File: src/sv/bcc_pkg.sv
// ----------------------------------------------------------------------------
// bcc_pkg
// Types, register indexes and reset constants of the button click classifier.
// ----------------------------------------------------------------------------
`timescale 1ns / 1ps

package bcc_pkg;

   localparam int TICK_W  = 16;
   localparam int STATE_W = 3;
   localparam int INDEX_W = 3;

   localparam logic [TICK_W-1:0] TICK_MAX = {TICK_W{1'b1}};

   // Register reset values
   localparam logic              RST_ACTIVE_LEVEL    = 1'b0;
   localparam logic [TICK_W-1:0] RST_FILTER_TICKS    = 16'd25;
   localparam logic [TICK_W-1:0] RST_DOUBLE_TICKS    = 16'd500;
   localparam logic [TICK_W-1:0] RST_LONG_TICKS      = 16'd2000;
   localparam logic [TICK_W-1:0] RST_VERY_LONG_TICKS = 16'd10000;

   // Register indexes
   typedef enum logic [INDEX_W-1:0] {
      REG_ACTIVE_LEVEL    = 3'd0,
      REG_FILTER_TICKS    = 3'd1,
      REG_DOUBLE_TICKS    = 3'd2,
      REG_LONG_TICKS      = 3'd3,
      REG_VERY_LONG_TICKS = 3'd4
   } bcc_reg_type;

   // Controller phases
   typedef enum logic [2:0] {
      PH_INIT          = 3'd0,
      PH_WAIT_PRESS    = 3'd1,
      PH_WAIT_RELEASE  = 3'd2,
      PH_WAIT_PRESS2   = 3'd3,
      PH_WAIT_RELEASE2 = 3'd4
   } bcc_phase_type;

   // Published button states
   typedef enum logic [STATE_W-1:0] {
      BS_NONE      = 3'd0,
      BS_PRESSED   = 3'd1,
      BS_CLICK     = 3'd2,
      BS_DOUBLE    = 3'd3,
      BS_LONG      = 3'd4,
      BS_VERY_LONG = 3'd5
   } bcc_bstate_type;

   typedef struct packed {
      logic              active_level;
      logic [TICK_W-1:0] filter_ticks;
      logic [TICK_W-1:0] double_ticks;
      logic [TICK_W-1:0] long_ticks;
      logic [TICK_W-1:0] very_long_ticks;
   } bcc_cfg_type;

   typedef struct packed {
      bcc_bstate_type button_state;
      logic           state_written;
   } bcc_result_type;

endpackage

File: src/sv/bcc_csr.sv
// ----------------------------------------------------------------------------
// bcc_csr
// Configuration registers, written through a plain write port.
// ----------------------------------------------------------------------------
`timescale 1ns / 1ps

module bcc_csr
   import bcc_pkg::*;
(
   input  logic                clock,
   input  logic                reset,
   input  logic                csr_we,
   input  logic [INDEX_W-1:0]  csr_index,
   input  logic [TICK_W-1:0]   csr_wdata,
   output bcc_cfg_type         cfg
);

   bcc_cfg_type cfg_ff;
   bcc_cfg_type cfg_in;

   // Decode the write; indexes past the list are dropped
   always_comb begin
      cfg_in = cfg_ff;
      if (csr_we) begin
         unique case (csr_index)
            REG_ACTIVE_LEVEL:    cfg_in.active_level    = csr_wdata[0];
            REG_FILTER_TICKS:    cfg_in.filter_ticks    = csr_wdata;
            REG_DOUBLE_TICKS:    cfg_in.double_ticks    = csr_wdata;
            REG_LONG_TICKS:      cfg_in.long_ticks      = csr_wdata;
            REG_VERY_LONG_TICKS: cfg_in.very_long_ticks = csr_wdata;
            default:             cfg_in = cfg_ff;
         endcase
      end
   end

   always_ff @(posedge clock) begin
      if (reset) begin
         cfg_ff.active_level    <= RST_ACTIVE_LEVEL;
         cfg_ff.filter_ticks    <= RST_FILTER_TICKS;
         cfg_ff.double_ticks    <= RST_DOUBLE_TICKS;
         cfg_ff.long_ticks      <= RST_LONG_TICKS;
         cfg_ff.very_long_ticks <= RST_VERY_LONG_TICKS;
      end else begin
         cfg_ff <= cfg_in;
      end
   end

   assign cfg = cfg_ff;

endmodule

File: src/sv/bcc_fsm.sv
// ----------------------------------------------------------------------------
// bcc_fsm
// Press and release controller with tick counter and click classification.
// ----------------------------------------------------------------------------
`timescale 1ns / 1ps

module bcc_fsm
   import bcc_pkg::*;
(
   input  logic           clock,
   input  logic           reset,
   input  logic           step,
   input  logic           pin_level,
   input  bcc_cfg_type    cfg,
   output bcc_result_type result
);

   bcc_phase_type     phase_ff, phase_in;
   logic [TICK_W-1:0] elapsed_ff, elapsed_in;
   bcc_bstate_type    pub_ff, pub_in;

   logic              pressed;
   logic [TICK_W-1:0] elapsed_inc;
   logic              written;

   assign pressed     = (pin_level == cfg.active_level);
   assign elapsed_inc = (elapsed_ff == TICK_MAX) ? elapsed_ff : elapsed_ff + 1'b1;

   // Next phase, counter and published state for one tick
   always_comb begin
      phase_in   = phase_ff;
      elapsed_in = elapsed_inc;
      pub_in     = pub_ff;
      written    = 1'b0;
      unique case (phase_ff)
         PH_WAIT_PRESS: begin
            if (pressed) begin
               pub_in     = BS_PRESSED;
               written    = 1'b1;
               elapsed_in = '0;
               phase_in   = PH_WAIT_RELEASE;
            end
         end
         PH_WAIT_RELEASE: begin
            if (!pressed) begin
               // bounce filter first, then very long, then long
               priority if (elapsed_inc < cfg.filter_ticks) begin
                  phase_in = PH_WAIT_PRESS;
               end else if (elapsed_inc >= cfg.very_long_ticks) begin
                  pub_in   = BS_VERY_LONG;
                  written  = 1'b1;
                  phase_in = PH_WAIT_PRESS;
               end else if (elapsed_inc >= cfg.long_ticks) begin
                  pub_in   = BS_LONG;
                  written  = 1'b1;
                  phase_in = PH_WAIT_PRESS;
               end else begin
                  pub_in     = BS_NONE;
                  written    = 1'b1;
                  elapsed_in = '0;
                  phase_in   = PH_WAIT_PRESS2;
               end
            end
         end
         PH_WAIT_PRESS2: begin
            priority if (pressed) begin
               pub_in     = BS_PRESSED;
               written    = 1'b1;
               elapsed_in = '0;
               phase_in   = PH_WAIT_RELEASE2;
            end else if (elapsed_inc > cfg.double_ticks) begin
               pub_in   = BS_CLICK;
               written  = 1'b1;
               phase_in = PH_WAIT_PRESS;
            end
         end
         PH_WAIT_RELEASE2: begin
            if (!pressed) begin
               written = 1'b1;
               if (elapsed_inc < cfg.filter_ticks) begin
                  pub_in   = BS_NONE;
                  phase_in = PH_WAIT_PRESS2;
               end else begin
                  pub_in   = BS_DOUBLE;
                  phase_in = PH_WAIT_PRESS;
               end
            end
         end
         default: begin
            // init: hold off until the button is seen released
            phase_in = pressed ? PH_INIT : PH_WAIT_PRESS;
         end
      endcase
   end

   always_ff @(posedge clock) begin
      if (reset) begin
         phase_ff   <= PH_INIT;
         elapsed_ff <= '0;
         pub_ff     <= BS_NONE;
      end else if (step) begin
         phase_ff   <= phase_in;
         elapsed_ff <= elapsed_in;
         pub_ff     <= pub_in;
      end
   end

   assign result.button_state  = pub_in;
   assign result.state_written = written;

endmodule

File: src/sv/button_click_classifier_top.sv
// ----------------------------------------------------------------------------
// button_click_classifier_top
// Classifies millisecond pin samples into press, click, double, long, very long clicks.
// ----------------------------------------------------------------------------
//  channel | dir | handshake              | payload
//  req     | in  | req_tvalid/req_tready  | tdata[0] pin_level
//  rsp     | out | rsp_tvalid/rsp_tready  | tdata[2:0] button_state,
//          |     |                        | tuser[0] state_written
//  csr     | in  | csr_we                 | csr_index, csr_wdata
//
//  One item per cycle sustained while rsp_tready is high; each accepted item
//  passes the input register, controller logic and result register in turn.
//  The controller state steps once per item as it leaves the input register.
//  Reset is synchronous and active high; it clears both stage valids, the
//  controller and the configuration registers.
//  A stalled result holds the pipeline; req_tready falls only when both
//  stages are full and rsp_tready is low.
// ----------------------------------------------------------------------------
`timescale 1ns / 1ps

module button_click_classifier_top
   import bcc_pkg::*;
(
   input  logic                clock,
   input  logic                reset,
   // input items
   input  logic                req_tvalid,
   output logic                req_tready,
   input  logic [7:0]          req_tdata,   // [0] pin_level
   // result items
   output logic                rsp_tvalid,
   input  logic                rsp_tready,
   output logic [7:0]          rsp_tdata,   // [2:0] button_state
   output logic [0:0]          rsp_tuser,   // [0] state_written
   // configuration
   input  logic                csr_we,
   input  logic [INDEX_W-1:0]  csr_index,
   input  logic [TICK_W-1:0]   csr_wdata
);

   bcc_cfg_type    cfg;
   bcc_result_type result;

   logic           in_valid_ff, in_valid_in;
   logic           in_pin_ff;
   logic           out_valid_ff, out_valid_in;
   bcc_result_type out_ff;
   logic           advance;

   // Pipeline flow control
   assign advance      = in_valid_ff && (!out_valid_ff || rsp_tready);
   assign req_tready   = !in_valid_ff || advance;
   assign in_valid_in  = req_tvalid ? 1'b1 : (in_valid_ff && !advance);
   assign out_valid_in = advance ? 1'b1 : (out_valid_ff && !rsp_tready);

   always_ff @(posedge clock) begin
      if (reset) begin
         in_valid_ff  <= 1'b0;
         out_valid_ff <= 1'b0;
      end else begin
         if (req_tready) begin
            in_valid_ff <= in_valid_in;
         end
         out_valid_ff <= out_valid_in;
      end
   end

   // Payload registers
   always_ff @(posedge clock) begin
      if (req_tready && req_tvalid) begin
         in_pin_ff <= req_tdata[0];
      end
      if (advance) begin
         out_ff <= result;
      end
   end

   bcc_csr u_csr (
      .clock     (clock),
      .reset     (reset),
      .csr_we    (csr_we),
      .csr_index (csr_index),
      .csr_wdata (csr_wdata),
      .cfg       (cfg)
   );

   bcc_fsm u_fsm (
      .clock     (clock),
      .reset     (reset),
      .step      (advance),
      .pin_level (in_pin_ff),
      .cfg       (cfg),
      .result    (result)
   );

   assign rsp_tvalid = out_valid_ff;
   assign rsp_tdata  = {5'b0, out_ff.button_state};
   assign rsp_tuser  = out_ff.state_written;

endmodule

File: config.mk
export PLATFORM = sky130hd
export DESIGN_NAME = button_click_classifier_top
export DESIGN_NICKNAME = d
export VERILOG_FILES = /design/src/sv/bcc_pkg.sv /design/src/sv/bcc_csr.sv /design/src/sv/bcc_fsm.sv /design/src/sv/button_click_classifier_top.sv
export SDC_FILE = /design/constraint.sdc
export NUM_CORES = 1
export LEC_CHECK = 0
export ABC_AREA = 1
export BUFFER_PORTS_ARGS = -buffer_cell sky130_fd_sc_hd__buf_2
export CAP_MARGIN = 40
export CORE_ASPECT_RATIO = 1.1
export CORE_MARGIN = 8
export CORE_UTILIZATION = 56
export DETAILED_ROUTE_END_ITERATION = 8
export GPL_TIMING_DRIVEN = 1
export HOLD_SLACK_MARGIN = 0.03
export PLACE_DENSITY_LB_ADDON = 0.2
export SYNTH_ARGS = -nofsm -noshare
export SYNTH_HDL_FRONTEND = slang
export SYNTH_SLANG_ARGS = --single-unit
File: constraint.sdc
create_clock -name clock -period 4.6 [get_ports clock]
set_input_delay 0.46 -clock clock [delete_from_list [all_inputs] [get_ports clock]]
set_output_delay 0.46 -clock clock [all_outputs]
set_load 0.02 [all_outputs]
# Yosys cells after proc, flatten, opt, wreduce, memory -nomap -nowiden
# Cells that the tools add are included.
dict set report totals {
  reg_bits 94
  input_bits 32
  word_cells 87
  output_inout_bits 11
}
dict set report op_classes {
  n_lt_le_gt_ge 4
  eq_ne 14
  n_mux 37
  reduce_logical 18
  addsub 1
}
# op n
set ops {}
lappend ops {{16-bit 2-to-1 mux} 6}
lappend ops {{3-bit 2-to-1 mux} 15}
lappend ops {{16-bit >= comparator} 2}
lappend ops {{16-bit one-hot mux with 2 select lines} 1}
lappend ops {{3-bit one-hot mux with 4 select lines} 2}
lappend ops {{16-bit by 1-bit adder with 16-bit output (second input constant)} 1}
lappend ops {{16-bit == test (second input constant)} 1}
lappend ops {{16-bit greater-than comparator} 1}
lappend ops {{16-bit < comparator} 1}
lappend ops {{3-bit by 2-bit == test with 1-bit output (second input constant)} 4}
lappend ops {{2-bit AND reduction} 5}
lappend ops {{1-bit 2-to-1 mux} 9}
lappend ops {{3-bit by 1-bit == test with 1-bit output (second input constant)} 2}
lappend ops {{3-bit == test (second input constant)} 2}
lappend ops {{2-bit 2-to-1 mux} 3}
lappend ops {{5-bit AND reduction} 1}
lappend ops {{1-bit logical AND} 4}
lappend ops {{1-bit zero test} 4}
lappend ops {{2-bit != test (second input constant)} 2}
lappend ops {{1-bit one-hot mux with 4 select lines} 1}
lappend ops {{3-bit zero test} 1}
lappend ops {{3-bit by 1-bit != test with 1-bit output (second input constant)} 1}
lappend ops {{1-bit logical OR} 2}
lappend ops {{2-bit by 1-bit != test with 1-bit output (second input constant)} 1}
lappend ops {{other kinds (2)} 2}

# Depth between registers and ports, before layout
# Gate-level depths: netlist of run 1.
dict set report logic_depth {
  depth_word 8
  ltp_mapped 26
  ltp_nobuf 26
}

# By module
# Synthesis of run 1 repeated with hierarchy kept, for this count alone.
dict set report unflattened {
  hier_cells 855
  hier_area_um2 5997.0
}
# mod n_inst seq_area_each_um2 cells_each area_per_inst_um2
set by_module_without_submodules {}
lappend by_module_without_submodules {bcc_fsm 1 440.4 467 3126.7}
lappend by_module_without_submodules {bcc_csr 1 1301.2 365 2587.5}
lappend by_module_without_submodules {button_click_classifier_top 1 190.2 23 282.8}

# Least setup slack after synthesis of run 1
# No wires, ideal clock.
dict set report synth_timing {
  kind {reg-to-reg}
  start {register u_fsm.elapsed_ff[0]}
  end {register u_fsm.elapsed_ff[10]}
  stages_incl_launch_ff 24
  arrival_ps 3284
  slack_ps 1177
  required_ps 4461
  setup_ps 139
  n_path_buf 1
  path_cell_list {dfxtp_1 ha_1 nand2_1 nor2_1 nand2_1 nor2_1 nor3_2 inv_1 nor3_1 and3_1 nand3_1 xnor2_1 ha_1 a21oi_1 o21ai_0 a21oi_1 nand3_1 nor2_1 nand3_4 nand2_4 nand2_4 buf_12 nand3_2 a21oi_2}
}
dict set report synth_between {
  elab_chain_cells 8
  word_cells_on_any_way 12
}
# element line_no
set synth_lines {}
lappend synth_lines {{from (decl)} bcc_fsm.sv:19} ;# logic [TICK_W-1:0] elapsed_ff, elapsed_in;
lappend synth_lines {{from (signal assigned)} bcc_fsm.sv:103} ;# elapsed_ff <= elapsed_in;
lappend synth_lines {{16-bit by 1-bit adder with 16-bit output / 16-bit == test (equally long branches)} bcc_fsm.sv:27} ;# assign elapsed_inc = (elapsed_ff == TICK_MAX) ? elapsed_ff : elapsed_ff + 1'b1;
lappend synth_lines {{16-bit 2-to-1 mux *} bcc_fsm.sv:27}
lappend synth_lines {{16-bit >= comparator} bcc_fsm.sv:53} ;# end else if (elapsed_inc >= cfg.long_ticks) begin
lappend synth_lines {{16-bit 2-to-1 mux} bcc_fsm.sv:53}
lappend synth_lines {{16-bit 2-to-1 mux} bcc_fsm.sv:49} ;# end else if (elapsed_inc >= cfg.very_long_ticks) begin
lappend synth_lines {{16-bit 2-to-1 mux} bcc_fsm.sv:47} ;# priority if (elapsed_inc < cfg.filter_ticks) begin
lappend synth_lines {{16-bit 2-to-1 mux} bcc_fsm.sv:45} ;# if (!pressed) begin
lappend synth_lines {{16-bit one-hot mux with 2 select lines *} bcc_fsm.sv:35} ;# unique case (phase_ff)
# Every way passes the cells marked *; elsewhere a longest branch is shown, timed or not.
# A chain may end at the register's enable or synchronous reset.

# Final worst setup path of run 1
dict set report layout_timing {
  start {register u_fsm.elapsed_ff[0]}
  end {register u_fsm.elapsed_ff[3]}
}
# Same word-level chain as after synthesis.

==> impl_metrics.ini, run 1 <==
[outcome]
outcome = finished clean

[synth]
netlist-cell-type-count = 36
synth_top_cells_by_area = dfxtp_1, ha_1, a21oi_1, inv_1, nand2_1
synth_warnings = 0
syn_area_sq_um = 5520
synth_top_area_share_pct = 32.28
ys_ff_latch = 94
synth_top_cell_by_area = dfxtp_1
synth_edf_count = 5
avgSynthCellArea_sq_um = 7.541
syn_inst = 732
synth-seq-area-share_pct = 35.00
ys.flop_type = dfxtp_1
synth-async-reset-ratio_pct = 0

[route]
vias = 4851
remaining_drc_errors = 0
wl_um = 13510
post_drt_wl_per_cell_um = 15.27
postRouteAntennaNets = 0
viasPerCell = 5.481
drt_iter0_drc = 258
drtPass1Iterations = 6

[critical_path]
cp.arrival_ns = 4.35
slowest_delay_ns = 0.36
cp_top_family = simple AND/OR/NAND/NOR gates
worst-path-max-fanout = 16
critPathSlowestCell = dfxtp_1
cp-end-kind = flop
crit_path_cell_trace = ha_1 > nand2_1 > nor2_1 > nand2_1 > nor2_1 > nor3_2 > inv_1 > nor3_1 > and3_1 > nand3_1 > xnor2_2 > ha_1 > a21oi_1 > o21ai_0 > a21oi_1 > nand3_1 > nor2_1 > nand3_4 > nand2_4 > nand2_4 > nand3_1 > a21oi_1
crit_start = u_fsm.elapsed_ff[0]
required_ns = 4.84
worst_setup_path_start_kind = flop
critical_path_class = reg2reg
reg2reg_from = u_fsm.elapsed_ff[0]
critPathBufInv = 1

[layout]
antenna_cells = 0
nets = 857
area_growth_pct = 8.364
fillers = 889
drive_gt1_share_pct = 11.24

[floorplanning]
core_area_sq_um = 9747
rows = 38
die_area_sq_um = 13290
start_util_pct = 56.64
die_y_um = 120.1
die_w_um = 110.7
ios = 43

[global_routing]
grt-ovfl-total = 0
grt_max_degree = 60
antenna_found_initial = 0
grt_pass1_vias = 4710
grt_pass1_wl_um = 22340
grt_usage_pct = 20.37

[sta]
clock.fmax_mhz = 243.1
slew_viol_final = 0
final.setup_skew_ns = 0.01595
worst_slew_pin_slew_ns = 0.8361
period_needed_ns = 4.113
setup_tns_ns = 0
rsz0062_at_grt = no
final_hold_viol_count = 0
setup_viol = 0
finalCritPeriodShare_pct = 89.42
max_slew_margin_pct = 44.20

[min_path]
hp-start = req_tdata[0]
min_path_type = in2reg

[clock_network]
cts_tree = built
cts_root_buffer = clkbuf_8
clock_sinks = 94
htree_levels = 3
cts_hold_buf = 0
clk_pin_slew_worst_paths_ns = 0.08
clock_path_buffers = 2
numCtsBuffers = 9
clk-insertion-delay-late_ns = 0.37

[flow_run]
drv_cap = 0

[power_and_ir_drop]
power_leakage_nw = 2.764
finalPower_mw = 1.607
ir_drop_uv = 155.6
p_per_area_nw_per_um2 = 268.7

[place]
dp_hpwl_um = 10150
portBuffers = 30
routabilityCongestion = 0.8935
cell type report:
type / count / area [sq um] / area share (%)
well taps: 120 / 150.1 / 2.510
repair buffers: 42 / 257.7 / 4.309
clock buffers: 14 / 163.9 / 2.740
clock inverters: 1 / 5.005 / 0.08366
inverters: 116 / 435.4 / 7.279
multi-input cells: 498 / 3038 / 50.78
flip-flops and latches: 94 / 1932 / 32.29
final timing paths:
| kind | to | slack (ns) | cells after the start |
|---|---|---|---|
| max reg2reg | u_fsm.elapsed_ff[3] | 0.49 | 22 |
| min reg2reg | u_csr.cfg[53] | 0.47 | 2 |
| max | u_fsm.elapsed_ff[3] | 0.49 | 22 |
| min | in_pin_ff | 0.28 | 1 |
timing repair:
action	4_1_cts	5_1_grt
gates resized for setup	0	2
hold endpoints to repair	0	0
setup buffers	0	0
setup endpoints to repair	0	17
metrics by stage:
step | area [sq um] | hold slack [ns] | utilization, % | worst slack (ns) | cells
detailed placement | 5798 | 0.4536 | 59.49 | 0.3931 | 870
CTS | 5967 | 0.2609 | 61.22 | 0.3629 | 885
finish | 5982 | 0.2799 | 61.37 | 0.4867 | 885
global placement | 5766 | 0.4464 | 59.15 | 0.5492 | 868
global route | 5982 | 0.2733 | 61.37 | 0.004267 | 885
floorplan | 5535 | 0.4295 | - | 1.177 | 736
cells in the final DEF (no fill, tap or decap), types with 2 or more instances in the layout:
master     synthesis  layout
dfxtp_1           89      89
clkbuf_8           0       9
o2111ai_1          2       2
ha_1              64      64
xor2_1             7       6
nand3_1           29      29
buf_2              1      31
buf_4              6      10
inv_2              2       2
nor2_1            46      46
nand2_1          107     107
edfxtp_1           5       5
nand2_2            3       3
clkbuf_1          19       4
nor3_1             9       9
a21oi_2           10      10
o211ai_1          16      16
conb_1             1       5
a21oi_1           98      98
xnor2_1            5       4
nand4_1            5       5
inv_1            114     114
nand2_4            3       3
a211oi_1           3       3
o21ai_0           68      68
nand3_2            9       9
power by group:
| part | internal [mW] | total, mW | switching [mW] |
|---|---|---|---|
| clock | 0.227 | 0.509 | 0.281 |
| sequential | 0.851 | 0.863 | 0.0124 |
| combinational | 0.0763 | 0.235 | 0.159 |
| total | 1.15 | 1.61 | 0.453 |
worst reg2reg max path: cells and delay by family (launching register included):
kind	cells	cell delay, ns
buffers and inverters	1	0.09
AND/OR/NAND/NOR	14	2.20
flip-flops	1	0.36
AO/OA/AOI/OAI	4	0.49
adder cells (fa/ha/maj)	2	0.55
XOR/XNOR	1	0.30
cells by family (layout without fill, tap and decap cells):
group	count (synthesis)	in the layout	synth area share (%)
simple gates	214	214	17.61
fa+ha+maj	64	64	14.51
flops	94	94	35.00
xor+xnor	12	12	1.904
compound gates	203	203	20.40
other cells	1	5	0.06793
buf+inv	144	173	10.52
routing by layer:
layer,wire length (um),vias up,GRT usage (%)
met5,0,-,0
met4,363,0,9.721
met3,715,26,2.695
met2,6611,137,34.94
met1,5820,2200,24.74
li1,-,2488,-
registers in the layout, summed over array words and instances, names as in the netlist, 3 cells and up:
name              count
u_csr.cfg            65
u_fsm.elapsed_ff     16
rsp_tdata             3
u_fsm.phase_ff        3
u_fsm.pub_ff          3
Yosys cell counts, types with 2 or more instances:
cell and n:
inv_1 114, nand2_1 107, a21oi_1 98, dfxtp_1 89, o21ai_0 68, ha_1 64
nor2_1 46, nand3_1 29, clkbuf_1 19, o211ai_1 16, a21oi_2 10, nand3_2 9
nor3_1 9, xor2_1 7, buf_4 6, edfxtp_1 5, nand4_1 5, xnor2_1 5
a211oi_1 3, nand2_2 3, nand2_4 3, inv_2 2, o2111ai_1 2
(Power assumes the default switching activity.)
==> run 2: changes to the inputs <==
- MAX_ROUTING_LAYER: not set -> met4
==> impl_metrics.ini, run 2 (same netlist as run 1, synthesis figures left out) <==
[clock_network]
clk-insertion-delay-late_ns = 0.37
numCtsBuffers = 9
cts_tree = built
clock_path_buffers = 2
clk_pin_slew_worst_paths_ns = 0.08
postCtsSetupRepairBufs = 0
cts_root_buffer = clkbuf_8
htree_levels = 3
clock_sinks = 94

[layout]
largest_reg_flops = 65
finalCoreUtilization_pct = 61.37
final_common_cell = inv_1
drive_gt1_share_pct = 11.24
final_cell_mix = inv_1, nand2_1, a21oi_1, dfxtp_1, o21ai_0
area_growth_pct = 8.364
fillers = 889
multi_input_area_sq_um = 3038
nets = 857
regArea_sq_um = 1932
antenna_cells = 0

[sta]
rsz0062_at_grt = no
final.setup_skew_ns = 0.01489
setup_tns_ns = 0
slew_viol_final = 0
period_needed_ns = 4.124
worst_slew_pin_slew_ns = 0.8277
setup_ws_ns = 0.4760
final_hold_viol_count = 0
finalCritPeriodShare_pct = 89.65
clock.fmax_mhz = 242.5
max_slew_margin_pct = 44.76
setup_viol = 0

[place]
place_ws_ns = 0.3931
portBuffers = 30
routabilityCongestion = 0.9086
dp_hpwl_um = 10150

[critical_path]
required_ns = 4.84
critical_path_class = reg2reg
reg2reg_from = u_fsm.elapsed_ff[0]
rrSetupSlack_ns = 0.48
critPathBufInv = 1
worst_setup_path_start_kind = flop
crit_path_cell_trace = ha_1 > nand2_1 > nor2_1 > nand2_1 > nor2_1 > nor3_2 > inv_1 > nor3_1 > and3_1 > nand3_1 > xnor2_2 > ha_1 > a21oi_1 > o21ai_0 > a21oi_1 > nand3_1 > nor2_1 > nand3_4 > nand2_4 > nand2_4 > nand3_1 > a21oi_1
cp-end-kind = flop
slowest_delay_ns = 0.36
ff2ff_path_depth = 22
worst-path-max-fanout = 16
regToRegEndpoint = u_fsm.elapsed_ff[3]
critPathSlowestCell = dfxtp_1
cp_top_family = simple AND/OR/NAND/NOR gates
cp.arrival_ns = 4.36
crit_start = u_fsm.elapsed_ff[0]

[outcome]
outcome = finished clean

[floorplanning]
die_y_um = 120.1
start_util_pct = 56.64
core_area_sq_um = 9747
rows = 38
die_w_um = 110.7
ios = 43
die_area_sq_um = 13290

[min_path]
hold-path-endpoint = in_pin_ff
min_path_type = in2reg
hp-start = req_tdata[0]
hold_depth = 1

[route]
wl_um = 13530
vias = 4871
viasPerCell = 5.504
drt_iter0_drc = 269
postRouteAntennaNets = 0
drtPass1Iterations = 4
remaining_drc_errors = 0
post_drt_wl_per_cell_um = 15.29

[power_and_ir_drop]
power_leakage_nw = 2.764
p_clk_share_pct = 31.6
p_per_area_nw_per_um2 = 268.7
power_switching_uw = 452.7
ir_drop_uv = 156.3
seq_power_share_pct = 53.7
internal_power_mw = 1.155
p_sw_share_pct = 28.17
comb_power_share_pct = 14.7

[global_routing]
grt_pass1_wl_um = 22340
grt_pass1_vias = 4710
grt-ovfl-total = 0
grt_usage_pct = 20.94
grt_max_degree = 60
antenna_found_initial = 0

[flow_run]
drv_cap = 0
## run 2: cell counts in the layout (fill, tap and decap cells not counted)
Identical to the previous run, type by type.
## run 2: power groups by stage
stage               registers, mW  clock network [mW]  logic (mW)
detailed placement          0.882                   0       0.232
finish                      0.863               0.508       0.236
global placement            0.881                   0       0.221
CTS                         0.863               0.519       0.234
global route                0.867               0.552       0.266
floorplan                   0.883                   0       0.169
## run 2: stage by stage
stage	power, mW	cell area, sq um	instances	hold slack [ns]
floorplan	1.052	5535	736	0.4295
global placement	1.102	5766	868	0.4464
detailed placement	1.115	5798	870	0.4536
CTS	1.616	5967	885	0.2609
global route	1.685	5982	885	0.2733
finish	1.607	5982	885	0.2777
## run 2: cell type report
| class | instances | share of cell area [%] |
|---|---|---|
| multi-input cells | 498 | 50.78 |
| well taps | 120 | 2.510 |
| repair buffers | 42 | 4.309 |
| inverters | 116 | 7.279 |
| clock inverters | 1 | 0.08366 |
| flip-flops and latches | 94 | 32.29 |
| clock buffers | 14 | 2.740 |
## run 2: worst max path at each step
| stage | end | slack (ns) | cells past startpoint |
|---|---|---|---|
| 2_1_floorplan | u_fsm.elapsed_ff[10] | 1.18 | 23 |
| 3_5_place_dp | u_fsm.elapsed_ff[3] | 0.39 | 21 |
| 3_3_place_gp | u_fsm.elapsed_ff[3] | 0.55 | 22 |
| 5_1_grt | u_fsm.elapsed_ff[3] | 0.004 | 22 |
| 6_report | u_fsm.elapsed_ff[3] | 0.48 | 22 |
| 4_1_cts | u_fsm.elapsed_ff[3] | 0.36 | 21 |
## run 2: per-layer routing
layer | wire [um] | global-route usage [%] | vias to the layer above
met4 | 361 | 9.721 | 0
met1 | 6095 | 24.74 | 2247
met5 | 0 | - | -
met3 | 423 | 2.395 | 25
met2 | 6654 | 35.05 | 109
li1 | - | - | 2490
## run 2: timing repair
item,in CTS,in global routing
gates resized for setup,0,2
hold buffers,0,0
endpoints found under the setup margin,0,17
